## src/design/svov_pkg.sv

```systemverilog
`timescale 1ns / 1ps
// shared types and constants for the sensor reading outlier validator
// no dependencies; used by every module under design/

package svov_pkg;

  localparam int LANES = 4;
  localparam int VAL_W = 12;
  localparam int LUX_W = 18;
  localparam int MASK_W = 4;
  localparam int LIM_W = 10;
  localparam int PERIOD_W = 27;

  // limit unit geometry: multiply stage, then offset and cap stage
  localparam int LIM_STEPS = 2;
  localparam int CNT_W = 2;
  localparam int QUO_W = 11;
  localparam int NUM_W = 25;
  localparam int RCP_W = 31;
  localparam int RCP_SHIFT = 44;
  localparam int PROD_W = NUM_W + RCP_W;
  localparam int OFF_W = 7;

  localparam logic [PERIOD_W-1:0] MINUTE_MS = PERIOD_W'(60000);
  localparam logic [PERIOD_W-1:0] HOUR_MS = PERIOD_W'(3600000);
  // from here on both change limits sit at their caps
  localparam logic [PERIOD_W-1:0] CAP_MS = PERIOD_W'(10000000);

  // ceil(2^RCP_SHIFT / d): (x * rcp) >> RCP_SHIFT equals floor(x / d) for any
  // numerator of NUM_W bits
  localparam logic [RCP_W-1:0] RCP_T_MID =
    RCP_W'(((64'd1 << RCP_SHIFT) + 64'd359999) / 64'd360000);
  localparam logic [RCP_W-1:0] RCP_H_MID =
    RCP_W'(((64'd1 << RCP_SHIFT) + 64'd23999) / 64'd24000);
  localparam logic [RCP_W-1:0] RCP_T_HIGH =
    RCP_W'(((64'd1 << RCP_SHIFT) + 64'd19999) / 64'd20000);
  localparam logic [RCP_W-1:0] RCP_H_HIGH =
    RCP_W'(((64'd1 << RCP_SHIFT) + 64'd9599) / 64'd9600);

  localparam logic [OFF_W-1:0] OFF_T_MID = OFF_W'(50);
  localparam logic [OFF_W-1:0] OFF_H_MID = OFF_W'(100);

  localparam logic [LIM_W-1:0] TLIM_SHORT = LIM_W'(50);
  localparam logic [LIM_W-1:0] HLIM_SHORT = LIM_W'(100);
  localparam logic [LIM_W-1:0] TLIM_CAP = LIM_W'(500);
  localparam logic [LIM_W-1:0] HLIM_CAP = LIM_W'(1000);
  // limits for the reset period of 600000 ms
  localparam logic [LIM_W-1:0] TLIM_RESET = LIM_W'(61);
  localparam logic [LIM_W-1:0] HLIM_RESET = LIM_W'(125);

  localparam logic signed [LUX_W-1:0] LUX_LO = LUX_W'(0);
  localparam logic signed [LUX_W-1:0] LUX_HI = LUX_W'(100000);

  typedef enum logic [3:0] {
    RSN_OK          = 4'd0,
    RSN_MISSING     = 4'd1,
    RSN_RANGE_AT    = 4'd2,
    RSN_RANGE_AH    = 4'd3,
    RSN_RANGE_ST    = 4'd4,
    RSN_RANGE_SH    = 4'd5,
    RSN_RANGE_LIGHT = 4'd6,
    RSN_JUMP_AT     = 4'd7,
    RSN_JUMP_AH     = 4'd8,
    RSN_JUMP_ST     = 4'd9,
    RSN_JUMP_SH     = 4'd10
  } reason_t;

  typedef logic signed [VAL_W-1:0] val_t;

  // lane order: air temp, air humidity, soil temp, soil humidity
  localparam val_t LANE_LO [LANES] = '{
    VAL_W'(-400), VAL_W'(0), VAL_W'(-400), VAL_W'(0)};
  localparam val_t LANE_HI [LANES] = '{
    VAL_W'(800), VAL_W'(1000), VAL_W'(850), VAL_W'(1000)};
  localparam logic LANE_IS_HUM [LANES] = '{1'b0, 1'b1, 1'b0, 1'b1};
  localparam reason_t RANGE_CODE [LANES] = '{
    RSN_RANGE_AT, RSN_RANGE_AH, RSN_RANGE_ST, RSN_RANGE_SH};
  localparam reason_t JUMP_CODE [LANES] = '{
    RSN_JUMP_AT, RSN_JUMP_AH, RSN_JUMP_ST, RSN_JUMP_SH};

  typedef struct packed {
    logic range_bad;
    logic jump_bad;
  } lane_flags_t;

  typedef struct packed {
    logic busy;
    logic [LIM_W-1:0] temp_lim;
    logic [LIM_W-1:0] hum_lim;
  } limits_t;

endpackage

```

## src/design/svov_limit_unit.sv

```systemverilog
`timescale 1ns / 1ps
// change limits from the sampling period: reciprocal multiply, then offset and cap
// depends on svov_pkg

module svov_limit_unit (
  input  logic clk,
  input  logic rst,
  input  logic cfg_we,
  input  logic [svov_pkg::PERIOD_W-1:0] cfg_wdata,
  output svov_pkg::limits_t limits
);

  logic [svov_pkg::CNT_W-1:0] cnt;
  logic [svov_pkg::LIM_W-1:0] temp_lim;
  logic [svov_pkg::LIM_W-1:0] hum_lim;
  logic [svov_pkg::NUM_W-1:0] tnum;
  logic [svov_pkg::NUM_W-1:0] hnum;
  logic [svov_pkg::RCP_W-1:0] trcp;
  logic [svov_pkg::RCP_W-1:0] hrcp;
  logic [svov_pkg::QUO_W-1:0] tq;
  logic [svov_pkg::QUO_W-1:0] hq;
  logic [svov_pkg::OFF_W-1:0] toff;
  logic [svov_pkg::OFF_W-1:0] hoff;

  logic [svov_pkg::PROD_W-1:0] tprod;
  logic [svov_pkg::PROD_W-1:0] hprod;
  logic [svov_pkg::QUO_W-1:0] tsum;
  logic [svov_pkg::QUO_W-1:0] hsum;
  logic [svov_pkg::PERIOD_W+2:0] p_times7;

  assign p_times7 = ({3'b000, cfg_wdata} << 3) - {3'b000, cfg_wdata};

  always_comb begin
    tprod = svov_pkg::PROD_W'(tnum) * svov_pkg::PROD_W'(trcp);
    hprod = svov_pkg::PROD_W'(hnum) * svov_pkg::PROD_W'(hrcp);
    tsum = svov_pkg::QUO_W'(toff) + tq;
    hsum = svov_pkg::QUO_W'(hoff) + hq;
  end

  always_ff @(posedge clk) begin
    if (rst) begin
      cnt <= '0;
      temp_lim <= svov_pkg::TLIM_RESET;
      hum_lim <= svov_pkg::HLIM_RESET;
    end else if (cfg_we) begin
      if (cfg_wdata < svov_pkg::MINUTE_MS) begin
        cnt <= '0;
        temp_lim <= svov_pkg::TLIM_SHORT;
        hum_lim <= svov_pkg::HLIM_SHORT;
      end else if (cfg_wdata >= svov_pkg::CAP_MS) begin
        cnt <= '0;
        temp_lim <= svov_pkg::TLIM_CAP;
        hum_lim <= svov_pkg::HLIM_CAP;
      end else begin
        cnt <= svov_pkg::CNT_W'(svov_pkg::LIM_STEPS);
      end
    end else if (cnt != '0) begin
      cnt <= cnt - 1'b1;
      if (cnt == svov_pkg::CNT_W'(1)) begin
        temp_lim <= tsum[svov_pkg::LIM_W-1:0];
        hum_lim <= (hsum > svov_pkg::QUO_W'(svov_pkg::HLIM_CAP)) ?
                   svov_pkg::HLIM_CAP : hsum[svov_pkg::LIM_W-1:0];
      end
    end
  end

  // quotient datapath, no reset needed
  always_ff @(posedge clk) begin
    if (cfg_we) begin
      if (cfg_wdata < svov_pkg::HOUR_MS) begin
        // 70p/3.6e6 = 7p/360000, 150p/3.6e6 = p/24000
        tnum <= p_times7[svov_pkg::NUM_W-1:0];
        hnum <= cfg_wdata[svov_pkg::NUM_W-1:0];
        trcp <= svov_pkg::RCP_T_MID;
        hrcp <= svov_pkg::RCP_H_MID;
        toff <= svov_pkg::OFF_T_MID;
        hoff <= svov_pkg::OFF_H_MID;
      end else begin
        // 180p/3.6e6 = p/20000, 375p/3.6e6 = p/9600
        tnum <= cfg_wdata[svov_pkg::NUM_W-1:0];
        hnum <= cfg_wdata[svov_pkg::NUM_W-1:0];
        trcp <= svov_pkg::RCP_T_HIGH;
        hrcp <= svov_pkg::RCP_H_HIGH;
        toff <= '0;
        hoff <= '0;
      end
    end else if (cnt == svov_pkg::CNT_W'(svov_pkg::LIM_STEPS)) begin
      tq <= tprod[svov_pkg::RCP_SHIFT +: svov_pkg::QUO_W];
      hq <= hprod[svov_pkg::RCP_SHIFT +: svov_pkg::QUO_W];
    end
  end

  assign limits.busy = cnt != '0;
  assign limits.temp_lim = temp_lim;
  assign limits.hum_lim = hum_lim;

endmodule

```

## src/design/svov_lane.sv

```systemverilog
`timescale 1ns / 1ps
// one reading channel: range check and change against the last stored value
// depends on svov_pkg

module svov_lane (
  input  svov_pkg::val_t value,
  input  svov_pkg::val_t last,
  input  svov_pkg::val_t lo,
  input  svov_pkg::val_t hi,
  input  logic [svov_pkg::LIM_W-1:0] lim,
  output svov_pkg::lane_flags_t flags
);

  logic signed [svov_pkg::VAL_W:0] diff;
  logic [svov_pkg::VAL_W:0] mag;

  always_comb begin
    diff = {value[svov_pkg::VAL_W-1], value} - {last[svov_pkg::VAL_W-1], last};
    mag = diff[svov_pkg::VAL_W] ? (~diff + 1'b1) : diff;
    flags.range_bad = (value < lo) || (value > hi);
    flags.jump_bad = mag > (svov_pkg::VAL_W + 1)'(lim);
  end

endmodule

```

## src/design/svov_merge.sv

```systemverilog
`timescale 1ns / 1ps
// folds the lane findings into one reason code, first failing check wins
// depends on svov_pkg

module svov_merge (
  input  logic [svov_pkg::MASK_W-1:0] missing_mask,
  input  logic light_bad,
  input  logic history_present,
  input  svov_pkg::lane_flags_t flags [svov_pkg::LANES],
  output svov_pkg::reason_t reason,
  output logic reading_ok
);

  always_comb begin
    reason = svov_pkg::RSN_OK;
    // walk from lowest priority up so the earliest check overrides
    if (history_present) begin
      for (int i = svov_pkg::LANES - 1; i >= 0; i--) begin
        if (flags[i].jump_bad) begin
          reason = svov_pkg::JUMP_CODE[i];
        end
      end
    end
    if (light_bad) begin
      reason = svov_pkg::RSN_RANGE_LIGHT;
    end
    for (int i = svov_pkg::LANES - 1; i >= 0; i--) begin
      if (flags[i].range_bad) begin
        reason = svov_pkg::RANGE_CODE[i];
      end
    end
    if (|missing_mask) begin
      reason = svov_pkg::RSN_MISSING;
    end
    reading_ok = reason == svov_pkg::RSN_OK;
  end

endmodule

```

## src/design/sensor_reading_outlier_validator.sv

```systemverilog
`timescale 1ns / 1ps
// sensor reading outlier validator, top level
// depends on svov_pkg, svov_limit_unit, svov_lane, svov_merge
//
// s_axis carries one sensor record per request, m_axis returns one verdict
// per record: reading_ok and the reason code of the first failing check.
// four lanes check air/soil temperature and humidity in parallel (range and
// change against the last passing record), light gets a range check only.
// m_axis_tvalid rises in the cycle after s_axis acceptance. one record is
// taken every cycle while the limits are idle and the receiver keeps up,
// since the check and the history update both finish in the accepting
// cycle. the result sits in an output register; when the receiver stalls,
// a new request is still taken in the cycle the held result leaves,
// otherwise s_axis_tready drops. cfg_we writes the sampling period. for
// periods from one minute up to the cap point the change limits come from
// a reciprocal multiply and an offset stage, with s_axis_tready low while
// they run; other periods take effect on the next cycle.
// rst (synchronous) clears the history, empties the output register and
// restores the 600000 ms period limits.

module sensor_reading_outlier_validator (
  input  logic clk,
  input  logic rst,
  input  logic cfg_we,
  input  logic [26:0] cfg_wdata,
  input  logic s_axis_tvalid,
  output logic s_axis_tready,
  // air_temperature, air_humidity, soil_temperature, soil_humidity,
  // light_level, zero pad
  input  logic [71:0] s_axis_tdata,
  // missing_mask
  input  logic [3:0] s_axis_tuser,
  output logic m_axis_tvalid,
  input  logic m_axis_tready,
  // reading_ok, reject_reason, zero pad
  output logic [7:0] m_axis_tdata
);

  svov_pkg::limits_t limits;
  svov_pkg::val_t value [svov_pkg::LANES];
  svov_pkg::val_t last [svov_pkg::LANES];
  svov_pkg::lane_flags_t flags [svov_pkg::LANES];
  logic signed [svov_pkg::LUX_W-1:0] light_level;
  logic light_bad;
  logic history_present;
  svov_pkg::reason_t reason;
  logic reading_ok;
  logic accept;

  logic out_valid;
  logic out_ok;
  svov_pkg::reason_t out_reason;

  svov_limit_unit u_limit (
    .clk(clk),
    .rst(rst),
    .cfg_we(cfg_we),
    .cfg_wdata(cfg_wdata),
    .limits(limits)
  );

  assign light_level = s_axis_tdata[4*svov_pkg::VAL_W +: svov_pkg::LUX_W];
  assign light_bad = (light_level < svov_pkg::LUX_LO) || (light_level > svov_pkg::LUX_HI);

  for (genvar g = 0; g < svov_pkg::LANES; g++) begin : g_lane
    assign value[g] = s_axis_tdata[g*svov_pkg::VAL_W +: svov_pkg::VAL_W];

    svov_lane u_lane (
      .value(value[g]),
      .last(last[g]),
      .lo(svov_pkg::LANE_LO[g]),
      .hi(svov_pkg::LANE_HI[g]),
      .lim(svov_pkg::LANE_IS_HUM[g] ? limits.hum_lim : limits.temp_lim),
      .flags(flags[g])
    );

    always_ff @(posedge clk) begin
      if (rst) begin
        last[g] <= '0;
      end else if (accept && reading_ok) begin
        last[g] <= value[g];
      end
    end
  end

  svov_merge u_merge (
    .missing_mask(s_axis_tuser),
    .light_bad(light_bad),
    .history_present(history_present),
    .flags(flags),
    .reason(reason),
    .reading_ok(reading_ok)
  );

  assign s_axis_tready = !limits.busy && (!out_valid || m_axis_tready);
  assign accept = s_axis_tvalid && s_axis_tready;

  always_ff @(posedge clk) begin
    if (rst) begin
      history_present <= 1'b0;
      out_valid <= 1'b0;
    end else begin
      if (accept && reading_ok) begin
        history_present <= 1'b1;
      end
      if (accept) begin
        out_valid <= 1'b1;
      end else if (m_axis_tready) begin
        out_valid <= 1'b0;
      end
    end
  end

  always_ff @(posedge clk) begin
    if (accept) begin
      out_ok <= reading_ok;
      out_reason <= reason;
    end
  end

  assign m_axis_tvalid = out_valid;
  assign m_axis_tdata = {3'b000, out_reason, out_ok};

  a_busy_blocks_input: assert property (@(posedge clk) disable iff (rst)
    limits.busy |-> !s_axis_tready)
    else $error("record taken while limits are being computed");

  a_ok_matches_reason: assert property (@(posedge clk) disable iff (rst)
    out_valid |-> (out_ok == (out_reason == svov_pkg::RSN_OK)))
    else $error("reading_ok disagrees with reason code");

  a_pass_sets_history: assert property (@(posedge clk) disable iff (rst)
    (accept && reading_ok) |=> (history_present && out_valid && out_ok))
    else $error("passing record not stored or not reported");

  a_reject_keeps_state: assert property (@(posedge clk) disable iff (rst)
    (accept && !reading_ok) |=> ($stable(history_present) && $stable(last[0])
                                 && $stable(last[3])))
    else $error("rejected record changed the stored history");

  a_no_jump_without_history: assert property (@(posedge clk) disable iff (rst)
    (accept && !history_present) |-> (reason != svov_pkg::RSN_JUMP_AT
      && reason != svov_pkg::RSN_JUMP_AH && reason != svov_pkg::RSN_JUMP_ST
      && reason != svov_pkg::RSN_JUMP_SH))
    else $error("change check applied before any stored record");

endmodule
```

## config.mk

```make
export PLATFORM = sky130hd
export DESIGN_NAME = sensor_reading_outlier_validator
export DESIGN_NICKNAME = d
export VERILOG_FILES = /design/src/design/svov_pkg.sv /design/src/design/svov_limit_unit.sv /design/src/design/svov_lane.sv /design/src/design/svov_merge.sv /design/src/design/sensor_reading_outlier_validator.sv
export SDC_FILE = /design/constraint.sdc
export NUM_CORES = 2
export LEC_CHECK = 0
export ABC_AREA = 1
export BUFFER_PORTS_ARGS = -buffer_cell sky130_fd_sc_hd__buf_2
export CORE_ASPECT_RATIO = 0.7
export CORE_MARGIN = 2
export CORE_UTILIZATION = 55
export DETAILED_ROUTE_END_ITERATION = 10
export MAX_ROUTING_LAYER = met4
export PLACE_DENSITY = 0.7
export SYNTH_ARGS = -nofsm -noshare
export SYNTH_HDL_FRONTEND = slang
export SYNTH_SLANG_ARGS = --single-unit
```

## constraint.sdc

```tcl
create_clock -name clk -period 13.5 [get_ports clk]
set_input_delay 0.675 -clock clk [delete_from_list [all_inputs] [get_ports clk]]
set_output_delay 0.675 -clock clk [all_outputs]
set_load 0.03 [all_outputs]
```

---- Word level (Yosys, flattened, before mapping) ----
Memory sizes are Yosys's and may differ from the RTL's.
Cells that the tools add are included.
Widths: inputs -> output; s select.
storage, ports and cells
  flip-flop bits (word level) ............. 176
  latch bits .............................. 0
  bits in writable memories ............... 48
  memory bits (read-only) ................. 0
  output and inout port bits .............. 10
  word-level logic and storage cells ...... 125
  memories ................................ 1
operators by class
  add/sub/neg operators ................... 12
  multiply operators ...................... 2
  divide/modulo/power cells ............... 0
  magnitude comparators ................... 18
  eq/ne operators ......................... 3
  shifts and indexed selects .............. 0
  muxes and demuxes ....................... 46
  bitwise gates (word level) .............. 9
  reductions and logical operators ........ 19
memory list
  memory  depth  width  read ports  clocked after Yosys merged registers in  write ports  line                                    text
  last    4      12     4           0                                        4            sensor_reading_outlier_validator.sv:41  svov_pkg::val_t last [svov_pkg::LANES];
operators with widths
  operator               number
  $mux 10                11
  $mul 25x31->55         1
  $mul 25x31->54         1
  $add 13x1->13 const B  4
  $gt 13x10->1           4
  $mux 13                4
  $not 13->13            4
  $sub 12x12->13         4
  $gt 12x11->1 const B   4
  $mux 12                4
  $mux 4                 11
  $mux 31                1
  $mux 30                1
  $ge 27x24->1 const B   1
  $lt 27x16->1 const B   1
  $lt 27x22->1 const B   1
  $mux 25                1
  $sub 25x25->25         1
  $lt 12x1->1 const B    2
  $lt 12x10->1 const B   2
  $gt 18x18->1 const B   1
  $lt 18x1->1 const B    1
  $add 7x11->11          1
  $gt 11x10->1 const B   1
  other kinds (19)       42

---- Logic depth before layout (Yosys ltp) ----
An unclocked memory read counts as a cell.
  depth in word-level cells ............... 23
  depth in mapped cells ................... 35
  mapped depth without buffers ............ 34

---- Cells and area by module ----
Synthesis repeated with hierarchy kept, for this count alone.
second synthesis, totals
  cell total of the unflattened synthesis .. 6,442
  area, all modules ....................... 52,241.4 um2
modules (own cells, without submodules)
  module                            instances  cells each  area each (um2)  seq. area each (um2)
  svov_limit_unit                   1          4,859       42,011.5         2,602.5
  svov_lane                         4          328         1,904.3          0.0
  sensor_reading_outlier_validator  1          224         2,397.3          1,631.6
  svov_merge                        1          47          215.2            0.0

---- Worst setup path after synthesis ----
Ideal clock, no wire load.
  path kind ............................... reg2reg
  start ................................... reg, netlist name u_limit.hoff[5]
  end ..................................... reg u_limit.tq[7] in the netlist's numbering, data pin
  setup time .............................. 0.258 ns
  arrival ................................. 6.420 ns
  data required time ...................... 13.242 ns
  slack ................................... 6.822 ns
  cell stages (with the launch flop) ...... 27
  buffers on the path ..................... 2
  cell sequence ........................... edfxtp_1 > clkbuf_1 > clkbuf_1 > nand2_1 > fa_1 > fa_1 > inv_1 > fa_1 > inv_1 > fa_1 > inv_1 > fa_1 > fa_1 > inv_1 > fa_1 > inv_1 > ha_1 > nand2_1 > nor2_1 > nand3_1 > o2111a_1 > o21ai_0 > a21oi_1 > o31ai_1 > a21oi_1 > nand2_1 > xor2_1
RTL lines
  what                    line                   text
  end signal: assignment  svov_limit_unit.sv:88  tq <= tprod[svov_pkg::RCP_SHIFT +: svov_pkg::QUO_W];
  end: declaration        svov_limit_unit.sv:20  logic [svov_pkg::QUO_W-1:0] tq;

==> flow_summary.json <==
{
  "skew_ns": 0.0165,
  "gp_congestion": 0.992,
  "synthAdderAreaFrac_pct": 58.6,
  "synth_top_family_by_area": "adder cells",
  "post_cts_resized": 0,
  "crit_path_start": "u_limit.hoff[5]",
  "ys_top_cells_by_area": "fa_1 (38%), ha_1 (20%), inv_1 (14%)",
  "slew_headroom_pct": 17.9,
  "gr-usage-all-layers_pct": 32.2,
  "antenna_found_initial": 16,
  "worstSetupPathType": "reg2reg",
  "grt_remaining_overflow": 0,
  "yosysSeqAreaShare_pct": 9.00,
  "initial_core_util_pct": 55.7,
  "start_kind": "register",
  "wl_met1_um": 63700,
  "top_layer": "met4",
  "fin_crit_sh_pct": 61.8,
  "first_iter_violations": 3233,
  "setup_tns_ns": 0,
  "synthCells": 5306,
  "yosys.area.top_type": "fa_1",
  "clk_path_buf_depth": 2,
  "cts_tree": "yes",
  "viasPerCell": 5.27,
  "numCtsBuffers": 17,
  "met2_length_um": 50000,
  "nFillCells": 7511,
  "first_pass_iters": 6,
  "insertion_delay_ns": 0.47,
  "route.detailed.drc": 0,
  "cts.clk_slew.worst_paths_ns": 0.07,
  "cts_htree_levels": 4,
  "route.vias.total": 34700,
  "synthesis.area_um2": 47000,
  "num_rows": 89,
  "portBuffers": 108,
  "endpoint_kind": "register",
  "synth_cell_type_count": 62,
  "cap_violations": 0,
  "synth_ff_type": "edfxtp_1",
  "post-cts-setup-buffers": 0,
  "core-area_um2": 84500,
  "die-area_um2": 87900,
  "synth-simple-area-share_pct": 10.1,
  "ant_nets": 0,
  "synth-edff-count": 125,
  "fin_util_pct": 58.7,
  "die_y_um": 249,
  "fin_nets": 7191,
  "required_ns": 13.69,
  "wl_um": 133000,
  "slew_viol_final": 0,
  "place_hpwl_um": 117000,
  "yosysTopAreaCellShare_pct": 38.5,
  "root_buffer": "clkbuf_16",
  "synth_mux_area_share_pct": 0.0213,
  "die_w_um": 354,
  "ys_seq_elements": 149,
  "fmax_mhz": 120,
  "cts_sinks": 149,
  "hold_path_class": "in2reg",
  "syn_avg_cell_area_um2": 8.87,
  "reg2reg_from": "u_limit.hoff[5]",
  "arrival_ns": 8.53,
  "io-pin-count": 118,
  "synth_compound_area_share_pct": 5.79,
  "synth_xor_area_share_pct": 2.01,
  "drive_gt1_share_pct": 4.14,
  "crit_fanout": 34,
  "min_from": "cfg_wdata[22]",
  "route.met3.wl_um": 17300,
  "outcome": "finished, final reports clean",
  "first_global_vias": 35200,
  "rsz0062_at_grt": "no",
  "ctsHoldBuffers": 0,
  "period_needed_ns": 8.34,
  "yosysWarnings": 0,
  "hold_viol": 0,
  "area_delta_synth_final_pct": 5.43,
  "holdWs_ns": 0.427,
  "grt_pass1_wl_um": 208000,
  "grt_max_degree": 49,
  "synthArstFlopShare_pct": 0,
  "tightest_slew_ns": 1.23,
  "wire_per_inst_um": 20.1,
  "setup_viol": 0
}
==> state kept, by name, summed over array words and instances (netlist names) <==
register,count
m_axis_tvalid,1
u_limit.tnum,24
out_ok,1
last,48
u_limit.tq,10
u_limit.temp_lim,10
u_limit.cnt,2
u_limit.hnum,25
history_present,1
out_reason,4
u_limit.hq,11
u_limit.hrcp,1
u_limit.hoff,1
u_limit.hum_lim,10
==> cell type report <==
| class | count | area, um2 | share of cell area, % |
|---|---|---|---|
| clock inverters | 14 | 174 | 0.351 |
| diodes | 12 | 30.0 | 0.0605 |
| multi-input cells | 3364 | 36000 | 72.7 |
| flip-flops and latches | 149 | 4230 | 8.54 |
| repair buffers | 119 | 623 | 1.26 |
| clock buffers | 18 | 429 | 0.865 |
| inverters | 1772 | 6650 | 13.4 |
| well taps | 1137 | 1420 | 2.87 |
==> critical path, stage by stage, from the launching register on <==
cell and delay, ns:
edfxtp_1 1.08, buf_4 0.63, nand2_1 0.18, inv_1 0.38, fa_1 0.50, inv_1 0.09
fa_1 0.41, inv_1 0.09, fa_1 0.41, ha_1 0.30, ha_1 0.29, ha_1 0.27
inv_1 0.04, fa_1 0.47, inv_1 0.04, ha_1 0.29, nand2_1 0.05, o21ai_0 0.71
a21oi_1 0.37, o21ai_0 0.45, a21boi_0 0.27, o21ai_0 0.57, xor2_1 0.12
==> logic make-up (layout without fill, tap and decap cells) <==
logic type,Yosys count,after routing
multiplexers,1,1
other,1,19
XOR/XNOR,108,108
AND/OR/NAND/NOR,1119,1119
buffers and inverters,1799,1923
flip-flops,149,149
AO/OA/AOI/OAI,469,469
adder cells (fa/ha/maj),1660,1660
==> metrics by stage <==
step / instances / instance area, um2 / setup WS [ns]
floorplan: 5312 / 47100 / 6.82
global placement: 6541 / 49000 / 5.32
detailed placement: 6541 / 49000 / 5.26
CTS: 6573 / 49600 / 5.23
global route: 6577 / 49600 / 4.78
finish: 6585 / 49600 / 5.16
==> Yosys cell counts (3+ instances only) <==
master / number
a21o_1: 14
a31oi_1: 19
xnor2_1: 35
nand3_1: 126
a221oi_1: 6
nand3b_1: 11
dfxtp_1: 24
o31ai_1: 10
o21ai_0: 136
a211oi_1: 9
a31o_2: 4
a21oi_1: 192
nor2_1: 232
or2_2: 4
xor2_1: 73
buf_1: 4
buf_4: 4
clkbuf_1: 14
inv_1: 1768
edfxtp_1: 125
o2111ai_1: 7
nand2_1: 605
o21a_1: 18
o211ai_1: 16
o21bai_1: 8
o22ai_1: 3
nand2_2: 8
nand4_1: 35
a21oi_2: 3
o311ai_0: 4
nor3_1: 31
fa_1: 904
o221ai_1: 4
a21boi_0: 6
ha_1: 756
buf_6: 5
nor4_1: 7
nor2_2: 45
==> placed cells by master, fill, tap and decap left out, drive strengths merged, types with 19 or more instances in the layout <==
cell and count:
a31oi 19, nand3 126, o21ai 138, a21oi 196, nor2 279, ha 756
nand2 614, xor2 73, fa 904, nand4 36, edfxtp 125, buf 119
dfxtp 24, xnor2 35, nor3 31, inv 1774
==> routing by layer <==
layer,global-route usage (%),up-vias
met5,-,-
met4,4.00,0
met3,10.2,106
met2,40.8,1457
met1,50.6,17000
li1,-,16200
==> path summary, 6_finish.rpt <==
path	cells past startpoint	slack, ns	to
max reg2reg	22	5.16	u_limit.hq[10]
min	1	0.43	u_limit.hnum[22]
max	22	5.16	u_limit.hq[10]
min reg2reg	2	0.48	u_limit.temp_lim[9]
Power is not shown: default switching activity piles up to over one toggle a cycle in this logic, so the estimate is an artifact.
